--- src/hdl/dsteer_ram.sv ---
// Generic single-write, single-read synchronous RAM with registered read data.
// No dependencies.
module dsteer_ram #(
  parameter int WIDTH = 64,
  parameter int DEPTH = 32
) (
  input  logic                     clk_i,
  input  logic                     we_i,
  input  logic [$clog2(DEPTH)-1:0] waddr_i,
  input  logic [WIDTH-1:0]         wdata_i,
  input  logic                     re_i,
  input  logic [$clog2(DEPTH)-1:0] raddr_i,
  output logic [WIDTH-1:0]         rdata_o
);

  logic [WIDTH-1:0] mem [DEPTH];

  always_ff @(posedge clk_i) begin
    if (we_i) begin
      mem[waddr_i] <= wdata_i;
    end
    if (re_i) begin
      rdata_o <= mem[raddr_i];
    end
  end

endmodule

--- config.mk ---
export PLATFORM = sky130hd
export DESIGN_NAME = dsteer_ram
export DESIGN_NICKNAME = d
export VERILOG_FILES = /design/src/hdl/dsteer_ram.sv
export SDC_FILE = /design/constraint.sdc
export NUM_CORES = 2
export LEC_CHECK = 0
export BUFFER_PORTS_ARGS = -buffer_cell sky130_fd_sc_hd__buf_2
export CORE_MARGIN = 2
export CORE_UTILIZATION = 56
export CTS_CLUSTER_DIAMETER = 80
export CTS_CLUSTER_SIZE = 16
export DETAILED_ROUTE_END_ITERATION = 10
export PLACE_DENSITY = 0.81
export SLEW_MARGIN = 25
export SYNTH_ARGS = -nofsm -noshare
export SYNTH_HDL_FRONTEND = slang
export SYNTH_SLANG_ARGS = --single-unit
--- constraint.sdc ---
create_clock -name clk_i -period 4.75 [get_ports clk_i]
set_input_delay 0.95 -clock clk_i [delete_from_list [all_inputs] [get_ports clk_i]]
set_output_delay 0.95 -clock clk_i [all_outputs]
set_load 0.05 [all_outputs]
==> summary.txt <==
Synthesis
  – Most area-consuming cells after synthesis: sky130_fd_sc_hd__edfxtp_1 (80%), sky130_fd_sc_hd__mux4_2 (17%), sky130_fd_sc_hd__mux2_2 (1.0%)
  – Post-synthesis async set-or-reset flop share: 0%
  – Number of flops mapped to enable cells by yosys: 2112
  – Mapped cell area: 79600 um^2
  – Flop and latch count out of synthesis: 2112
  – Synthesized instance count: 3097
  – Synth area leader: sky130_fd_sc_hd__edfxtp_1
  – Proportion of netlist area held by the largest area contributor: 79.7%
  – Sequential element share of the synthesized area: 79.7%
  – Per-instance average area after synthesis: 25.7 um^2
  – Net count of the mapped netlist: 3174
  – Number of unique standard cell types used by synthesis: 30
  – Predominant post-synthesis flop cell: sky130_fd_sc_hd__edfxtp_1
  – Synthesis warning total: 0

STA
  – Final setup TNS: 0 ps
  – Worst Tran Pin Value: 1070 ps
  – Number of max-slew violations in the final report: 0
  – Final period utilization: 63.8%
  – Final setup slack of the worst path: 1720 ps
  – Fin Clk Skew: 30.3 ps
  – Number of endpoints failing setup at the final stage: 0
  – Max transition margin: 28.8%
  – Post-route minimum period: 3030 ps
  – Fin. Hold Viols: 0
  – Maximum clock frequency: 0.330 GHz
  – Unrepaired setup endpoints after global routing: false

Floorplan
  – Y dimension of the die: 381 um
  – Number of placed I/O pins: 141
  – Floorplan row count: 138
  – Core area: 141000 um^2
  – Die extent in x: 381 um
  – Initial cell density of the core: 56.4%
  – Die area: 145000 um^2

Clock network
  – Post-cts hold buffer count: 0
  – Clock tree root driver cell: sky130_fd_sc_hd__clkbuf_16
  – TritonCTS Buffers: 150
  – Clock-pin transition on the worst setup and hold timing paths: 70 ps
  – Clock buffer depth: 3
  – Setup Fix Bufs, Post-CTS: 0
  – TritonCTS clock tree: yes
  – Source-to-sink clock delay at the later pin of the worst-skew pair: 810 ps
  – H-tree levels: 4
  – Clock net sink count: 2112
  – Count of cells resized by post-cts repair: 0

Cells and area
  – Share of post-route cells with drive strength above 1: 33.5%
  – Area grow syn2layout: 10.1%
  – Number of nets at the end of the flow: 3422
  – FILL cells: 8870
  – Filler-free cell count of the finished design: 5255

Drt
  – Vias per cell: 7.07
  – Total Routed Length: 205 mm
  – Detail Route Antenna Nets: 0
  – Average routed wire per standard cell: 39.0 um
  – Final routed DRC violation total: 0
  – Starting DRT DRC Count: 5646
  – Drt pass-1 iters: 5
  – Vias post-DR: 37.1k

Setup path
  – Arrival time at the worst endpoint: 3550 ps
  – Type of element capturing the critical path: flop
  – Crit Path Category: primary input to flop
  – Worst-path fanout max: 69
  – Required time worst endpoint: 5270 ps
  – Type of element launching the critical path: primary input
  – Worst-case reg-to-reg path depth: 3

GRT
  – Vias in the first global route: 38.4k
  – Wire length of the first global-routing pass: 288 mm
  – Final global-route overflow total: 0
  – Combined global-route utilization of all metal layers: 28.6%
  – Largest net degree at the start of global routing: 70
  – Antenna violations before repair: 19

Min path
  – Min-Delay Path Depth: 1
  – Path category of the worst min-delay check: primary input to flop

Placement
  – DPL Wire Length: 93.9 mm
  – Cell count after placement: 5083
  – Dpl ws: 1240 ps
  – Gp weighted congestion: 0.737
  – Count of input and output buffers: 140

Pwr
  – Static leakage power: 26.9 nW
  – Overall Power: 0.0345 W
  – VDD IR-drop max: 374 uV
  – Pwr dens: 394 nW/um^2

Run
  – Total of max-cap violations: 0

Status
  – Outcome: completed
## worst max-delay path, stage by stage
cell and delay (ps):
sky130_fd_sc_hd__buf_8 440, sky130_fd_sc_hd__clkinv_2 980, sky130_fd_sc_hd__mux2_2 470, sky130_fd_sc_hd__o22ai_1 70
sky130_fd_sc_hd__a221oi_1 460
## where the power goes
part	total, W	internal [W]	switching [W]
clock network	0.0117	0.00577	0.00589
logic	0.00199	0.000789	0.00120
registers	0.0209	0.0208	0.000109
total	0.0345	0.0273	0.00720
## worst paths after layout
check                          end             startpoint  slack, ps
max          rdata_o[27]$_DFFE_PP_             raddr_i[1]       1720
min reg2reg   rdata_o[0]$_DFFE_PP_    mem[5][0]$_DFFE_PP_        890
max reg2reg  rdata_o[15]$_DFFE_PP_  mem[23][15]$_DFFE_PP_       2720
min          mem[30][24]$_DFFE_PP_            wdata_i[24]        630
## metrics by stage
stage / hold WS (ps) / cell area, um^2 / utilization [%]
after global routing: 644 / 87700 / 62.1
after floorplan: 798 / 79600 / -
final: 629 / 87700 / 62.1
after detailed placement: 861 / 83700 / 59.3
after global placement: 842 / 83700 / 59.3
after CTS: 586 / 87600 / 62.1
## state kept, by name, summed over array words and instances, names as in the netlist
signal   flops
mem       2048
rdata_o     64
## cell usage in the layout (no fill, tap or decap), drive strengths merged, types with 4 or more instances in the layout
master	count
a221oi	12
and2	4
buf	252
clkbuf	156
diode	11
edfxtp	2112
inv	4
mux2	74
mux2i	38
mux4	602
nand3b	5
nor2	41
nor2b	4
o21ai	9
o22ai	10
## metal layers
metal / track usage (%) / share of wire [%]
met1: 37.4 / 33
met3: 5.29 / 11
met2: 47.7 / 51
met4: 12.2 / 4.4
met5: 0 / 0.056
## logic make-up after synthesis
kind of cell | synth area share [%]
AOI/OAI and AO/OA | 0.462
muxes | 18.6
buffers and inverters | 0.937
DFF | 79.7
and+or+nand+nor | 0.376
## synth_stat cells (all sizes together), types with 3 or more instances
master	instances
a211oi	3
a221oi	12
a22oi	3
and2	4
buf	101
clkbuf	55
edfxtp	2112
mux2	74
mux2i	38
mux4	602
nand2	3
nand3b	5
nor2	41
nor2b	4
o211ai	3
o21ai	9
o221ai	3
o22ai	10
o2bb2ai	3
o31a	3
## cell type report
| cell class | instances | area (um^2) | share of cell area (%) |
|---|---|---|---|
| Antenna cell | 11 | 27.5 | 0.0314 |
| Tap cell | 1890 | 2360 | 2.70 |
| Clock buffer | 156 | 3880 | 4.43 |
| Multi-Input combinational cell | 828 | 15700 | 17.9 |
| Sequential cell | 2112 | 63400 | 72.3 |
| Timing Repair Buffer | 252 | 2250 | 2.57 |
| Clock inverter | 5 | 46.3 | 0.0528 |
| Inverter | 1 | 5.00 | 0.00571 |
No activity file was read; power rests on OpenSTA's default activity.
