`config.mk`:
```
export PLATFORM = sky130hd
export DESIGN_NAME = dsteer_decay
export DESIGN_NICKNAME = d
export VERILOG_FILES = /design/src/hdl/dsteer_pkg.sv /design/src/hdl/dsteer_decay.sv
export SDC_FILE = /design/constraint.sdc
export NUM_CORES = 2
export LEC_CHECK = 0
export ABC_AREA = 1
export BUFFER_PORTS_ARGS = -buffer_cell sky130_fd_sc_hd__buf_4
export CORE_ASPECT_RATIO = 1.5
export CORE_MARGIN = 4
export CORE_UTILIZATION = 30
export DETAILED_ROUTE_END_ITERATION = 16
export PLACE_DENSITY = 0.55
export SYNTH_ARGS = -nofsm -noshare
export SYNTH_HDL_FRONTEND = slang
export SYNTH_SLANG_ARGS = --single-unit
```
`constraint.sdc`:
```
create_clock -name clk_i -period 9.4 [get_ports clk_i]
set_input_delay 0.47 -clock clk_i [delete_from_list [all_inputs] [get_ports clk_i]]
set_output_delay 0.47 -clock clk_i [all_outputs]
set_load 0.01 [all_outputs]
```
`src/hdl/dsteer_pkg.sv`:
```
// Shared types, constants and the exp(-2^(k-14)) table for the steering predictor.
// No dependencies.
package dsteer_pkg;

  localparam int STAMP_W = 48;
  localparam int ANGLE_W = 16;
  localparam int TAU_W   = 24;
  localparam int DEAD_W  = 20;
  localparam int ACC_W   = 48;
  localparam int PROD_W  = 42;
  localparam int E_W     = 25;

  localparam logic [24:0] ONE_Q24  = 25'd16777216;
  localparam logic [48:0] HALF_Q24 = 49'd8388608;
  localparam logic [47:0] KEEP_US  = 48'd300000;

  // register byte addresses
  localparam logic [2:0] REG_TAU  = 3'd0;
  localparam logic [2:0] REG_DEAD = 3'd4;

  typedef enum logic [2:0] {
    DEC_IDLE, DEC_CHK, DEC_DIV, DEC_EXP, DEC_DONE
  } dec_state_e;

  typedef enum logic [3:0] {
    S_IDLE, S_ST_WR, S_ST_CHK, S_DEC_WAIT, S_ADD, S_SA_RD, S_SA_CHK,
    S_SB_RD, S_SB_CAP, S_SB_EVAL, S_FIN
  } st_e;

  typedef enum logic [1:0] {
    CTX_PRED, CTX_MID, CTX_LAST
  } ctx_e;

  // exp(-2^(k-14)) in Q0.24
  function automatic logic [23:0] decay_factor(input logic [4:0] k);
    logic [23:0] f;
    case (k)
      5'd0:    f = 24'd16776192;
      5'd1:    f = 24'd16775168;
      5'd2:    f = 24'd16773120;
      5'd3:    f = 24'd16769026;
      5'd4:    f = 24'd16760840;
      5'd5:    f = 24'd16744480;
      5'd6:    f = 24'd16711808;
      5'd7:    f = 24'd16646655;
      5'd8:    f = 24'd16517109;
      5'd9:    f = 24'd16261035;
      5'd10:   f = 24'd15760736;
      5'd11:   f = 24'd14805841;
      5'd12:   f = 24'd13066109;
      5'd13:   f = 24'd10175896;
      5'd14:   f = 24'd6171993;
      5'd15:   f = 24'd2270549;
      5'd16:   f = 24'd307285;
      5'd17:   f = 24'd5628;
      default: f = 24'd0;
    endcase
    return f;
  endfunction

endpackage

```
`src/hdl/dsteer_decay.sv`:
```
// Decay unit: exp(-(to-from)/tau) in Q1.24 via a bit-serial divider and a
// serial product over table factors. Depends on dsteer_pkg.
module dsteer_decay import dsteer_pkg::*; #(
  parameter int EXP_TABLE_BITS = 10
) (
  input  logic               clk_i,
  input  logic               rst_ni,
  input  logic               start_i,
  input  logic [STAMP_W-1:0] from_i,
  input  logic [STAMP_W-1:0] to_i,
  input  logic [TAU_W-1:0]   tau_i,
  output logic               done_o,
  output logic [E_W-1:0]     e_o
);

  localparam int Q  = EXP_TABLE_BITS + 4;
  localparam int JW = $clog2(Q);

  dec_state_e       st_q, st_d;
  logic [STAMP_W-1:0] d_q, d_d;
  logic [TAU_W-1:0] rem_q, rem_d;
  logic [Q-1:0]     q_q, q_d;
  logic [JW-1:0]    j_q, j_d;
  logic [E_W-1:0]   e_q, e_d;

  logic [TAU_W-1:0] tau_eff;
  logic             nb;
  logic [1:0]       nb_idx;
  logic [TAU_W:0]   rem2;
  logic [4:0]       fk;
  logic [48:0]      prod;
  logic [48:0]      rnd;

  always_comb begin
    tau_eff = (tau_i == '0) ? TAU_W'(1) : tau_i;
    nb_idx  = 2'(32'(j_q) - EXP_TABLE_BITS);
    nb      = (32'(j_q) >= EXP_TABLE_BITS) ? d_q[nb_idx] : 1'b0;
    rem2    = {rem_q, nb};
    fk      = 5'(32'(j_q) + 14 - EXP_TABLE_BITS);
    prod    = 49'(e_q) * 49'(decay_factor(fk));
    rnd     = prod + HALF_Q24;
  end

  always_comb begin
    st_d  = st_q;
    d_d   = d_q;
    rem_d = rem_q;
    q_d   = q_q;
    j_d   = j_q;
    e_d   = e_q;
    case (st_q)
      DEC_IDLE: begin
        if (start_i) begin
          d_d  = (to_i > from_i) ? to_i - from_i : '0;
          st_d = DEC_CHK;
        end
      end
      DEC_CHK: begin
        // quotient would reach 2^Q: factor is zero
        if (d_q[STAMP_W-1:4] >= (STAMP_W-4)'(tau_eff)) begin
          e_d  = '0;
          st_d = DEC_DONE;
        end else begin
          rem_d = d_q[TAU_W+3:4];
          q_d   = '0;
          j_d   = JW'(Q - 1);
          st_d  = DEC_DIV;
        end
      end
      DEC_DIV: begin
        if (rem2 >= {1'b0, tau_eff}) begin
          rem_d  = TAU_W'(rem2 - {1'b0, tau_eff});
          q_d[j_q] = 1'b1;
        end else begin
          rem_d = rem2[TAU_W-1:0];
        end
        if (j_q == '0) begin
          e_d  = ONE_Q24;
          st_d = DEC_EXP;
        end else begin
          j_d = j_q - 1'b1;
        end
      end
      DEC_EXP: begin
        if (q_q[j_q]) begin
          e_d = rnd[48:24];
        end
        if (j_q == JW'(Q - 1)) begin
          st_d = DEC_DONE;
        end else begin
          j_d = j_q + 1'b1;
        end
      end
      DEC_DONE: st_d = DEC_IDLE;
      default:  st_d = DEC_IDLE;
    endcase
  end

  always_ff @(posedge clk_i or negedge rst_ni) begin
    if (!rst_ni) begin
      st_q  <= DEC_IDLE;
      d_q   <= '0;
      rem_q <= '0;
      q_q   <= '0;
      j_q   <= '0;
      e_q   <= '0;
    end else begin
      st_q  <= st_d;
      d_q   <= d_d;
      rem_q <= rem_d;
      q_q   <= q_d;
      j_q   <= j_d;
      e_q   <= e_d;
    end
  end

  assign done_o = (st_q == DEC_DONE);
  assign e_o    = e_q;

endmodule

```
==> metrics <==
status finished, final reports clean; ys async rst share 100%; fill cell count 11,300; # rows 144; worst endpoint required time 9.79 ns; Setup WS pre-CTS 0.622 ns; via count 28,200; Hold Buf Count CTS 1; Synth area leader fa_1; die width 272 um; grt ovf 0; fmax 0.113 GHz; GR met3 Demand/Resource 1.97%; Slew HR 22.8%; syn avg cell area 7.30 um2; met2 usage 42.0%; Stages on worst setup path 36; clock root cell clkbuf_16; wire per inst 20.3 um; max cap viols 0; CTS tree yes; R2R Setup Slk 0.54 ns; Post-DRT Antenna Nets 0; Reg clk slew, reported paths 0.08 ns; initial core utilization 30.4%; clk sinks 118; slowest stage delay, CP 0.78 ns; Yosys warnings 0; Via density 4.86; sequential-to-total area share from yosys stat 9.44%; CTS Buffer Depth 2; CP endpoint e_o[22]; die area 110,000 um2; io pins 149; layout cell share with drive strength beyond 1 7.23%; Min-Delay Path Class input pin to flip-flop; initial antenna violation count 0; Crit-path slowest cell a21oi_1; CTS H-tree depth 4; Port Buffers 148; DR pass1 iterations 7; synth unique cells 56; synthesis-to-finish area growth 11.3%; TritonCTS buffer count 17; power per cell area 111 nW/um2; busiest layer in global routing met2; Die Y-Extent 403 um; worst-path fanout max 19; DRC 0; EDFF count, synth 0; Post-Syn Instances 4,286; Setup crit end kind flip-flop; synthesized flop and latch total 118; CP Launch Point j_q[2]; cell mode on critical path inv_1; syn nets 5,217; Power Total 3850 uW; reg2reg start j_q[2]; cell family with the largest share of critical-path delay adder cells; crit path DAT 9.25 ns; Core Region 103,000 um2; final cell count without fillers 5,812; final setup skew 0.0197 ns; Synth area leaders fa_1, ha_1, nand2_1; vias in the first global route 30,800; worst slew pin tran 1.15 ns; crit path launch type flip-flop; largest net degree at the start of global routing 58; r2r worst-path depth 36; TNS Setup 0 ns; Post-CTS Resized 0; Buf+Inv Stages, Crit Path 13; Initial DRC Count 1,476; share of the synthesized area in the top cell type 32.4%; minimum clock period 8.86 ns; nets 5,344; worst hold path stage count 3; gr usage total 21.7%; reg2reg end e_o[22]; first-pass GRT wire length 181,000 um; hpwl dp 101,000 um; met1 global-route usage 22.3%; Hold Vio Cnt, Final 0; Post-synth top flop dfrtp_1; unrepaired setup endpoints after global routing false; Peak VDD IR 0.000120 V; post-CTS setup buffer count 0; # setup viols final 0; # diodes 0; placed cell count 5,780; min setup slack post-route 0.538 ns; kind of critical path flip-flop to flip-flop; Synth Cell Area 31,300 um2; GP Congestion 0.966; max-slew violation count 0; crit share post-route 94.3%; Clk Latency, worst-skew pair 0.46 ns; Area after DPL 34,200 um2; Leakage 0.0175 uW; Total Wirelength 118,000 um; design area 34,800 um2
-- cell type report --
| cell class | instances | area [um2] | area share [%] |
|---|---|---|---|
| Inverter | 939 | 3530 | 10.1 |
| Tap cell | 1387 | 1740 | 4.98 |
| Sequential cell | 118 | 2950 | 8.48 |
| Multi-Input combinational cell | 3094 | 24200 | 69.5 |
| Clock inverter | 13 | 125 | 0.359 |
| Timing Repair Buffer | 243 | 1830 | 5.25 |
| Clock buffer | 18 | 439 | 1.26 |
-- flip-flops by register name (all words and copies together) (netlist names) --
register	count
d_q	48
e_o	25
j_q	4
q_q	14
rem_q	24
st_q	3
-- cell usage after synthesis (all sizes together), types with 25 or more instances --
cell	instances
ha	302
clkbuf	98
nor3	33
nand2	969
inv	930
buf	37
nor2	519
a21oi	197
nand4	25
o21ai	210
nand3	102
xor2	27
xnor2	34
dfrtp	118
fa	506
-- metal layers --
layer | share of wire, % | wire length, um
met3 | 3.7 | 4420
met2 | 54 | 63800
met1 | 35 | 41000
met4 | 7.4 | 8780
met5 | 0 | 0
-- cells in the final DEF (no fill, tap or decap), drive strengths merged --
| cell | Yosys | routed |
|---|---|---|
| a21boi | 10 | 10 |
| nor4 | 18 | 18 |
| o21a | 6 | 6 |
| xnor2 | 34 | 34 |
| o21ai | 210 | 210 |
| buf | 37 | 242 |
| nand2 | 969 | 969 |
| a211oi | 4 | 4 |
| o21bai | 23 | 23 |
| dlygate4sd3 | 0 | 1 |
| nand4 | 25 | 25 |
| clkinvlp | 0 | 2 |
| clkbuf | 98 | 18 |
| a31oi | 21 | 21 |
| a31o | 1 | 1 |
| o221ai | 2 | 2 |
| nor3 | 33 | 33 |
| ha | 302 | 302 |
| o311ai | 1 | 1 |
| clkinv | 9 | 16 |
| xor2 | 27 | 27 |
| o211ai | 5 | 5 |
| a21oi | 197 | 197 |
| o22ai | 18 | 18 |
| o31ai | 3 | 3 |
| and2 | 1 | 1 |
| inv | 930 | 933 |
| a21o | 16 | 16 |
| fa | 506 | 506 |
| o2111ai | 1 | 1 |
| bufinv | 0 | 1 |
| or2 | 16 | 16 |
| nand3b | 19 | 19 |
| and3 | 4 | 4 |
| nor2 | 519 | 519 |
| dfrtp | 118 | 118 |
| nand3 | 102 | 102 |
| o41ai | 1 | 1 |
-- logic make-up (layout without fill, tap and decap cells) --
group / after synthesis / after routing / share of synthesized area, %
buffers and inverters: 1074 / 1213 / 13.2
adder cells (fa/ha/maj): 808 / 808 / 44.5
flip-flops: 118 / 118 / 9.44
AO/OA/AOI/OAI: 519 / 519 / 9.17
XOR/XNOR: 61 / 61 / 1.71
AND/OR/NAND/NOR: 1706 / 1706 / 22.0
-- worst register-to-register path, delay by kind of cell (launching register included) --
kind | cells | cell delay, ns
AOI/OAI and AO/OA | 7 | 1.72
and+or+nand+nor | 7 | 0.71
DFF | 1 | 0.38
buffers and inverters | 13 | 1.87
adders and majority gates | 9 | 4.10
-- metrics by stage --
step	hold WS, ns	util (%)
global route	0.438	33.8
finish	0.363	33.8
detailed placement	0.373	33.2
CTS	0.342	33.8
floorplan	0.174	-
global placement	0.370	33.2
-- where the power goes --
part           total [uW]  switching, uW  internal [uW]
clock network         663            291            372
logic                2410           1630            777
registers             776            120            656
-- worst min path at each step --
stage | start | to | slack (ns)
2_1_floorplan | rst_ni | d_q[0] | 0.17
3_3_place_gp | rst_ni | rem_q[6] | 0.37
3_5_place_dp | rst_ni | rem_q[5] | 0.37
4_1_cts | start_i | st_q[2] | 0.34
5_1_grt | start_i | st_q[2] | 0.44
6_report | start_i | st_q[2] | 0.36
Power figures use the tool's default switching activity.
